--- src/rtl/skm_pkg.sv ---
// Shared types, constants and state encoding for the scalar Kalman filter bank.
package skm_pkg;

    localparam int NUM_AXES_DEF = 9;
    localparam int AXIS_W       = 4;
    localparam int DATA_W       = 32;
    localparam int APB_ADDR_W   = 3;
    localparam int GAIN_W       = 16;
    localparam int QUOT_W       = GAIN_W + 1;
    localparam int DIV_CNT_W    = 5;

    localparam logic [DATA_W-1:0] PROCESS_NOISE_RST     = 32'd66;
    localparam logic [DATA_W-1:0] MEASUREMENT_NOISE_RST = 32'd6554;

    localparam logic REG_PROCESS_NOISE     = 1'b0;
    localparam logic REG_MEASUREMENT_NOISE = 1'b1;

    typedef struct packed {
        logic        [AXIS_W-1:0] axis;
        logic signed [DATA_W-1:0] measurement;
    } in_t;

    typedef struct packed {
        logic        [AXIS_W-1:0] axis_out;
        logic signed [DATA_W-1:0] estimate;
    } out_t;

    typedef enum logic [2:0] {
        ST_IDLE,
        ST_LOAD,
        ST_DIV,
        ST_MULP,
        ST_MULX,
        ST_DONE
    } state_t;

endpackage

--- src/rtl/scalar_kalman_multi_axis.sv ---
// Top level of the multi-axis scalar Kalman filter bank.
//
// Usage:
//   Input channel in_valid/in_stall/in_item carries an axis number and a
//   signed Q16.16 measurement; an item is taken when in_valid is high and
//   in_stall is low. Output channel out_valid/out_stall/out_item returns the
//   axis and its updated estimate, one result per input item.
//   Q and R are written over the APB port (Q at 0x0, R at 0x4) while idle.
//   Items are taken one at a time: in_stall stays high from accept until the
//   result is handed to the output register. The gain divider is a restoring
//   divider producing one quotient bit per cycle, followed by ST_MULP, ST_MULX
//   and a write-back to the state RAMs in ST_DONE.
//   An axis at or above NUM_AXES changes no state and returns estimate 0.
//   A finished result waits in the output register while out_stall is high;
//   the next item is accepted meanwhile, and its write-back waits until the
//   output register is free.
//   Reset clears every axis (estimate and covariance read as zero through
//   per-axis valid bits) and restores Q and R to their defaults.
module scalar_kalman_multi_axis #(
    parameter int NUM_AXES = skm_pkg::NUM_AXES_DEF
) (
    input  logic                              clk,
    input  logic                              rst_n,
    input  logic                              in_valid,
    output logic                              in_stall,
    input  skm_pkg::in_t                      in_item,
    output logic                              out_valid,
    input  logic                              out_stall,
    output skm_pkg::out_t                     out_item,
    input  logic                              psel,
    input  logic                              penable,
    input  logic                              pwrite,
    input  logic [skm_pkg::APB_ADDR_W-1:0]    paddr,
    input  logic [skm_pkg::DATA_W-1:0]        pwdata,
    output logic [skm_pkg::DATA_W-1:0]        prdata,
    output logic                              pready
);

    import skm_pkg::*;

    localparam int AW = (NUM_AXES > 1) ? $clog2(NUM_AXES) : 1;

    state_t state_reg, state_next;

    logic [DATA_W-1:0]      q_noise_reg;
    logic [DATA_W-1:0]      r_noise_reg;
    logic [NUM_AXES-1:0]    vld_reg;
    logic                   out_valid_reg;
    out_t                   out_item_reg;

    logic [AXIS_W-1:0]      axis_reg;
    logic signed [DATA_W-1:0] z_reg;
    logic                   in_range_reg;
    logic [DATA_W-1:0]      p_reg;
    logic [DATA_W:0]        den_reg;
    logic [DATA_W+1:0]      rem_reg;
    logic [QUOT_W-1:0]      quot_reg;
    logic [DIV_CNT_W-1:0]   cnt_reg;
    logic signed [DATA_W-1:0] x_reg;
    logic [GAIN_W-1:0]      gain_reg;
    logic signed [DATA_W:0] diff_reg;
    logic [DATA_W-1:0]      cov_new_reg;
    logic signed [DATA_W-1:0] est_new_reg;

    logic                   in_accept;
    logic                   cfg_write;
    logic                   out_free;
    logic                   wb_en;
    logic                   div_last;
    logic                   in_range_in;
    logic [AW-1:0]          raddr;
    logic [AW-1:0]          waddr;
    logic [DATA_W-1:0]      est_rdata;
    logic [DATA_W-1:0]      cov_rdata;
    logic [DATA_W-1:0]      est_cur;
    logic [DATA_W-1:0]      cov_cur;
    logic [DATA_W:0]        p_sum;
    logic [DATA_W-1:0]      p_sat;
    logic [DATA_W:0]        den_sum;
    logic [DATA_W+1:0]      trial;
    logic                   qbit;
    logic [GAIN_W-1:0]      gain_val;
    logic [2*DATA_W-1:0]    cov_prod;
    logic signed [GAIN_W+DATA_W+1:0] est_prod;
    logic signed [DATA_W+1:0] est_sum;

    assign in_accept   = in_valid && !in_stall;
    assign cfg_write   = psel && penable && pwrite && pready;
    assign out_free    = !out_valid_reg || !out_stall;
    assign div_last    = (cnt_reg == DIV_CNT_W'(QUOT_W - 1));
    assign in_range_in = ({1'b0, in_item.axis} < (AXIS_W + 1)'(NUM_AXES));
    assign raddr       = in_item.axis[AW-1:0];
    assign waddr       = axis_reg[AW-1:0];

    assign pready    = 1'b1;
    assign prdata    = paddr[2] ? r_noise_reg : q_noise_reg;
    assign out_valid = out_valid_reg;
    assign out_item  = out_item_reg;

    always_comb
    begin
        state_next = state_reg;
        case (state_reg)
            ST_IDLE:
            begin
                if (in_accept)
                begin
                    state_next = ST_LOAD;
                end
            end
            ST_LOAD:
            begin
                state_next = in_range_reg ? ST_DIV : ST_DONE;
            end
            ST_DIV:
            begin
                if (div_last)
                begin
                    state_next = ST_MULP;
                end
            end
            ST_MULP:
            begin
                state_next = ST_MULX;
            end
            ST_MULX:
            begin
                state_next = ST_DONE;
            end
            ST_DONE:
            begin
                if (out_free)
                begin
                    state_next = ST_IDLE;
                end
            end
            default:
            begin
                state_next = ST_IDLE;
            end
        endcase
    end

    always_comb
    begin
        in_stall = 1'b1;
        wb_en    = 1'b0;
        case (state_reg)
            ST_IDLE:
            begin
                in_stall = 1'b0;
            end
            ST_DONE:
            begin
                wb_en = out_free && in_range_reg;
            end
            default:
            begin
                in_stall = 1'b1;
            end
        endcase
    end

    always_ff @(posedge clk or negedge rst_n)
    begin
        if (!rst_n)
        begin
            state_reg <= ST_IDLE;
        end
        else
        begin
            state_reg <= state_next;
        end
    end

    always_ff @(posedge clk or negedge rst_n)
    begin
        if (!rst_n)
        begin
            q_noise_reg <= PROCESS_NOISE_RST;
            r_noise_reg <= MEASUREMENT_NOISE_RST;
        end
        else if (cfg_write)
        begin
            case (paddr[2])
                REG_PROCESS_NOISE:     q_noise_reg <= pwdata;
                REG_MEASUREMENT_NOISE: r_noise_reg <= pwdata;
                default:               q_noise_reg <= q_noise_reg;
            endcase
        end
    end

    skm_ram #(
        .WIDTH (DATA_W),
        .DEPTH (NUM_AXES)
    ) u_est_ram (
        .clk   (clk),
        .we    (wb_en),
        .waddr (waddr),
        .wdata (est_new_reg),
        .raddr (raddr),
        .rdata (est_rdata)
    );

    skm_ram #(
        .WIDTH (DATA_W),
        .DEPTH (NUM_AXES)
    ) u_cov_ram (
        .clk   (clk),
        .we    (wb_en),
        .waddr (waddr),
        .wdata (cov_new_reg),
        .raddr (raddr),
        .rdata (cov_rdata)
    );

    always_ff @(posedge clk or negedge rst_n)
    begin
        if (!rst_n)
        begin
            vld_reg <= '0;
        end
        else if (wb_en)
        begin
            vld_reg[waddr] <= 1'b1;
        end
    end

    assign est_cur = vld_reg[waddr] ? est_rdata : '0;
    assign cov_cur = vld_reg[waddr] ? cov_rdata : '0;
    assign p_sum   = {1'b0, cov_cur} + {1'b0, q_noise_reg};
    assign p_sat   = p_sum[DATA_W] ? '1 : p_sum[DATA_W-1:0];
    assign den_sum = {1'b0, p_sat} + {1'b0, r_noise_reg};

    assign trial = (cnt_reg == '0) ? rem_reg : {rem_reg[DATA_W:0], 1'b0};
    assign qbit  = (trial >= {1'b0, den_reg});

    assign gain_val = (den_reg == '0)    ? '0 :
                      quot_reg[QUOT_W-1] ? '1 : quot_reg[GAIN_W-1:0];

    assign cov_prod = {{(DATA_W-GAIN_W-1){1'b0}}, ((QUOT_W)'(1) << GAIN_W) -
                       {1'b0, gain_reg}} * {{DATA_W{1'b0}}, p_reg};
    assign est_prod = $signed({1'b0, gain_reg}) * diff_reg;
    assign est_sum  = {{2{x_reg[DATA_W-1]}}, x_reg} +
                      est_prod[GAIN_W+DATA_W+1:GAIN_W];

    always_ff @(posedge clk)
    begin
        case (state_reg)
            ST_IDLE:
            begin
                if (in_accept)
                begin
                    axis_reg     <= in_item.axis;
                    z_reg        <= in_item.measurement;
                    in_range_reg <= in_range_in;
                end
            end
            ST_LOAD:
            begin
                x_reg   <= est_cur;
                p_reg   <= p_sat;
                den_reg <= den_sum;
                rem_reg <= {1'b0, den_sum[DATA_W] & 1'b0, p_sat};
                cnt_reg <= '0;
            end
            ST_DIV:
            begin
                rem_reg  <= qbit ? (trial - {1'b0, den_reg}) : trial;
                quot_reg <= {quot_reg[QUOT_W-2:0], qbit};
                cnt_reg  <= cnt_reg + 1'b1;
            end
            ST_MULP:
            begin
                gain_reg <= gain_val;
                diff_reg <= {z_reg[DATA_W-1], z_reg} - {x_reg[DATA_W-1], x_reg};
            end
            ST_MULX:
            begin
                cov_new_reg <= cov_prod[GAIN_W+DATA_W-1:GAIN_W];
                est_new_reg <= est_sum[DATA_W-1:0];
            end
            default:
            begin
                cnt_reg <= cnt_reg;
            end
        endcase
    end

    always_ff @(posedge clk or negedge rst_n)
    begin
        if (!rst_n)
        begin
            out_valid_reg <= 1'b0;
        end
        else if (state_reg == ST_DONE && out_free)
        begin
            out_valid_reg <= 1'b1;
        end
        else if (!out_stall)
        begin
            out_valid_reg <= 1'b0;
        end
    end

    always_ff @(posedge clk)
    begin
        if (state_reg == ST_DONE && out_free)
        begin
            out_item_reg.axis_out <= axis_reg;
            out_item_reg.estimate <= in_range_reg ? est_new_reg : '0;
        end
    end

endmodule

--- src/rtl/skm_ram.sv ---
// Generic single-write, single-read RAM with registered read data.
module skm_ram #(
    parameter int WIDTH = 32,
    parameter int DEPTH = 9,
    localparam int AW = (DEPTH > 1) ? $clog2(DEPTH) : 1
) (
    input  logic             clk,
    input  logic             we,
    input  logic [AW-1:0]    waddr,
    input  logic [WIDTH-1:0] wdata,
    input  logic [AW-1:0]    raddr,
    output logic [WIDTH-1:0] rdata
);

    logic [WIDTH-1:0] mem [DEPTH];

    always_ff @(posedge clk)
    begin
        if (we)
        begin
            mem[waddr] <= wdata;
        end
        rdata <= mem[raddr];
    end

endmodule

--- config.mk ---
export PLATFORM = sky130hd
export DESIGN_NAME = scalar_kalman_multi_axis
export DESIGN_NICKNAME = d
export VERILOG_FILES = /design/src/rtl/skm_pkg.sv /design/src/rtl/scalar_kalman_multi_axis.sv /design/src/rtl/skm_ram.sv
export SDC_FILE = /design/constraint.sdc
export NUM_CORES = 2
export LEC_CHECK = 0
export BUFFER_PORTS_ARGS = -buffer_cell sky130_fd_sc_hd__buf_2
export CAP_MARGIN = 0
export CORE_ASPECT_RATIO = 1.75
export CORE_MARGIN = 2
export CORE_UTILIZATION = 60
export DETAILED_ROUTE_END_ITERATION = 10
export GPL_ROUTABILITY_DRIVEN = 0
export GPL_TIMING_DRIVEN = 0
export PLACE_DENSITY = 0.77
export SLEW_MARGIN = 20
export SYNTH_ARGS = -nofsm -noshare
export SYNTH_HDL_FRONTEND = slang
export SYNTH_HIERARCHICAL = 1
export SYNTH_SLANG_ARGS = --single-unit
export TNS_END_PERCENT = 30
--- constraint.sdc ---
create_clock -name clk -period 26.9 [get_ports clk]
set_clock_uncertainty 0.15 [all_clocks]
set_input_delay 5.38 -clock clk [delete_from_list [all_inputs] [get_ports clk]]
set_output_delay 5.38 -clock clk [all_outputs]
set_load 0.01 [all_outputs]
; ---- After elaboration in Yosys (flattened, before gate mapping)
; Memory sizes are Yosys's and may differ from the RTL's. A register that Yosys moved wholly into a read port is not among the register bits.
; Cells that the tools add are included.
[classes]
order_cmp = 4
reduce_logical = 17
n_bitwise = 2
eq_ne = 10
multipliers = 2
muxes = 23
n_addsub = 7
[ops]
columns = operator, n
row1 = 32-bit two-way mux, 3
row2 = 34-bit two-way mux, 2
row3 = 34-bit case mux with 2 select lines, 1
row4 = 32-bit by 32-bit adder with 33-bit output, 2
row5 = 17-bit by 32-bit multiplier with 48-bit output, 1
row6 = 17-bit by 33-bit multiplier with 48-bit output, 1
row7 = 34-bit by 33-bit >= comparator with 1-bit output, 1
row8 = 34-bit by 33-bit subtractor with 34-bit output, 1
row9 = 33-bit zero test, 1
row10 = 32-bit by 32-bit subtractor with 33-bit output, 1
row11 = 32-bit adder, 1
row12 = 3-bit case mux with 6 select lines, 1
row13 = "17-bit by 16-bit subtractor with 17-bit output, first input constant", 1
row14 = 16-bit two-way mux, 1
row15 = 3-bit two-way mux, 4
row16 = 5-bit case mux with 2 select lines, 1
row17 = 9-bit bitwise OR, 1
row18 = 1-bit two-way mux, 8
row19 = "3-bit by 2-bit equality test with 1-bit output, second input constant", 2
row20 = "3-bit equality test, second input constant", 2
row21 = 1-bit logical AND, 6
row22 = "2-bit inequality test, second input constant", 3
row23 = 2-bit AND reduction, 3
row24 = "5-bit by 1-bit adder with 5-bit output, second input constant", 1
row25 = other kinds (15), 16
[totals]
mem_bits_rw = 576
reg_bits = 416
wordCells = 87
n_memories = 2
output_inout_bits = 71
in_bits = 78
[memory_table]
columns = memory, words, width, read_ports, rd_clocked_by_memory_dff, write_ports, line
row1 = u_cov_ram.mem, 9, 32, 1, 1, 1, skm_ram.sv:15  ; logic [WIDTH-1:0] mem [DEPTH];
row2 = u_est_ram.mem, 9, 32, 1, 1, 1, skm_ram.sv:15

; ---- Logic depth before layout (Yosys ltp)
[logic_depth]
depth_word = 6
depth_mapped = 36
ltp_nobuf = 34

; ---- Cells and area by module
; Netlist, hierarchy kept.
[modules_own_cells]
columns = mod, instances, cells_per_inst, seq_area_each_um2, area_per_inst_um2
row1 = scalar_kalman_multi_axis, 1, 5918, 12117.9, 57322.5
row2 = skm_ram, 2, 629, 9288.9, 11897.7

; ---- Worst setup path after synthesis
; OpenSTA, ideal clock, no wires.
[synth_path]
path_kind = input-to-output
start = in paddr[2] in the netlist's numbering
end = out prdata[13] in the netlist's numbering
t_arrival_ns = 6.361
slack_ns = 15.009
stages = 3
t_required_ns = 21.370
n_path_buf = 2
cell_sequence = clkbuf_1 buf_1 mux2_2
[synth_via]
elab_chain_len = 1
[synth_rtl]
columns = item, line
row1 = from (decl), scalar_kalman_multi_axis.sv:33  ; input logic [skm_pkg::APB_ADDR_W-1:0] paddr,
row2 = 32-bit two-way mux, scalar_kalman_multi_axis.sv:96  ; assign prdata = paddr[2] ? r_noise_reg : q_noise_reg;
row3 = to (decl), scalar_kalman_multi_axis.sv:35  ; output logic [skm_pkg::DATA_W-1:0] prdata,
; No other way between the ends.

; ---- Worst setup path after layout
[layout_path]
start = in paddr[2] in the netlist's numbering
end = out prdata[14] in the netlist's numbering
; Same word-level chain as after synthesis.

==> impl_metrics.json <==
{
  "status": "finished clean",
  "dp_hpwl_mm": 180,
  "relSlewSlack": 0.143,
  "finalSetupViolCount": 0,
  "finalHoldViolCount": 0,
  "synth_area_leaders": "edfxtp_1 (34%), fa_1 (23%), ha_1 (6.1%), inv_1 (5.6%), nand2_1 (4.1%)",
  "required_ns": 21.37,
  "period_needed_ns": 12.67,
  "yosysTopAreaCell": "edfxtp_1",
  "design.core.area_um2": 134000,
  "grtUsageTotal": 0.337,
  "die_y_um": 490,
  "setup_tns_ns": 0,
  "die_w_um": 282,
  "initial_core_util": 0.604,
  "holdWs_ns": 0.299,
  "synth_top_area_share": 0.339,
  "synth_flop_cell": "edfxtp_1",
  "top_layer_used": "met5",
  "avgRoutedWirePerCell_um": 24.3,
  "grt_pass1_vias": 60300,
  "drive_above_1_share": 0.102,
  "synthAdderAreaFrac": 0.293,
  "rsz0062_at_grt": "no",
  "timing_worst_setup_path_type": "in2out",
  "root_buffer": "clkbuf_16",
  "drt_iter0_drc": 4822,
  "cts_buffer_depth": 3,
  "cts_htree_levels": 3,
  "final_cell_mix": "inv_1 (1203), fa_1 (940), edfxtp_1 (915), nand2_1 (890), and2_1 (460)",
  "yosysWarnings": 6,
  "startpoint_type": "primary input",
  "postRouteAntennaNets": 0,
  "clock_sinks": 1056,
  "synth_xor_area_frac": 0.0230,
  "vias": 56100,
  "clk_pin_slew_ns": 0.07,
  "tightest_slew_ns": 1.28,
  "wl_met2_mm": 115,
  "fp-row-count": 178,
  "setup.worst_path.end_class": "output pin",
  "fillers": 9915,
  "postCtsHoldBufs": 0,
  "grt_first_pass_wirelength_mm": 347,
  "grt_max_degree": 56,
  "post-cts-setup-buffers": 0,
  "finalWirelength_mm": 227,
  "via_per_inst": 5.99,
  "clock_latency_ns": 0.70,
  "wl_met1_mm": 74.6,
  "max-cap-violations": 0,
  "async_flop_share": 0.0729,
  "synth_cells": 7176,
  "die-area_um2": 138000,
  "crit_fanout": 10,
  "dr_wl_met3_mm": 17.5,
  "slew_violations": 0,
  "cp.arrival_ns": 7.14,
  "synth_top_family_by_area": "adder cells",
  "dr.pass1.iters": 8,
  "synth_seq_area_share": 0.378,
  "area_growth_pct": 8.69,
  "globalRouteOverflowTotal": 0,
  "synth_mux_area_frac": 0.0534,
  "drc": 0,
  "nNetsFinal": 8885,
  "postCtsResizedCells": 0,
  "synth_fp_nets": 8588,
  "synth_edf_count": 915,
  "yosysUniqueCellTypes": 93,
  "cts_buffers": 87,
  "max_freq_mhz": 78.9,
  "place.port_buffers": 144,
  "fin_crit_sh": 0.471,
  "syn-cell-area_um2": 81100,
  "io_pins": 149,
  "min_path_type": "reg2reg",
  "antenna_found_initial": 18,
  "synth_compound_area_frac": 0.0707,
  "cts_tree": "done",
  "synth-simple-area-share": 0.109,
  "mostFrequentLayoutCell": "inv_1",
  "synth_area_per_cell_um2": 11.3,
  "ys_ff_latch": 1056
}
==> area by class of cell <==
class                      count  area (µm²)  share of cell area
sequential                  1056       30700               0.348
clock inverter                53         652             0.00739
tap                         1800        2250              0.0255
clock buffer                 110        2420              0.0274
buffer                       318        1360              0.0154
timing repair buffer         208        1530              0.0173
antenna                        7        17.5            0.000199
inverter                    1204        4520              0.0513
multi-input combinational   4598       44700               0.507
==> path summary, 6_finish.rpt <==
path | start | endpoint | slack, ns | depth (start not counted)
max | paddr[2] | prdata[14] | 14.23 | 4
min | u_est_ram/mem[8][11] | u_est_ram/rdata[11] | 0.30 | 2
max reg2reg | gain_reg[2] | est_new_reg[28] | 15.42 | 31
min reg2reg | u_est_ram/mem[8][11] | u_est_ram/rdata[11] | 0.30 | 2
max in group asynchronous | rst_n | r_noise_reg[30] | 21.56 | 2
min in group asynchronous | rst_n | q_noise_reg[10] | 4.42 | 1
==> through the flow <==
stage / instance area (µm²) / worst slack, ns / instances / utilization
2_1_floorplan: 81100 / 15.01 / 7176 / -
3_3_place_gp: 84100 / 12.12 / 9120 / 0.626
3_5_place_dp: 85100 / 14.24 / 9183 / 0.633
4_1_cts: 88100 / 14.22 / 9346 / 0.656
5_1_grt: 88200 / 14.21 / 9348 / 0.656
6_report: 88200 / 14.23 / 9354 / 0.657
==> worst max-delay path: stages <==
cell      delay [ns]
clkbuf_1        0.51
buf_1           0.65
mux2_2          0.44
buf_2           0.15
==> Yosys cell counts (all sizes together) (13+ instances only) <==
cell,n
a31oi,18
inv,1204
a21oi,180
o31ai,82
o21a,42
fa,940
buf,61
mux2,260
o22ai,72
a211oi,17
and3,30
nand2b,37
or3,15
dfxtp,64
and2,460
o21ai,99
dfrtp,68
ha,394
nand3,64
xnor2,144
edfxtp,915
a21o,83
o21bai,25
nor3,61
mux2i,136
clkbuf,257
xor2,69
o311a,13
nor2,182
nand2,890
o211ai,13
nand4,24
nor2b,27
a22o,64
==> cells by family (layout without fill, tap and decap cells) <==
group / count (synthesis) / after routing
AND/OR/NAND/NOR: 1854 / 1854
buffers and inverters: 1522 / 1893
adder cells (fa/ha/maj): 1334 / 1334
flip-flops: 1056 / 1056
AO/OA/AOI/OAI: 798 / 798
multiplexers: 398 / 398
XOR/XNOR: 213 / 213
other: 1 / 8
==> routing by layer <==
| metal | vias up | track usage |
|---|---|---|
| met5 | - | 0 |
| met4 | 12 | 0.246 |
| met3 | 1049 | 0.0588 |
| met2 | 2913 | 0.581 |
| met1 | 28000 | 0.372 |
| li1 | 24100 | - |
Power is not shown: default switching activity piles up to over one toggle a cycle in this logic, so the estimate is an artifact.
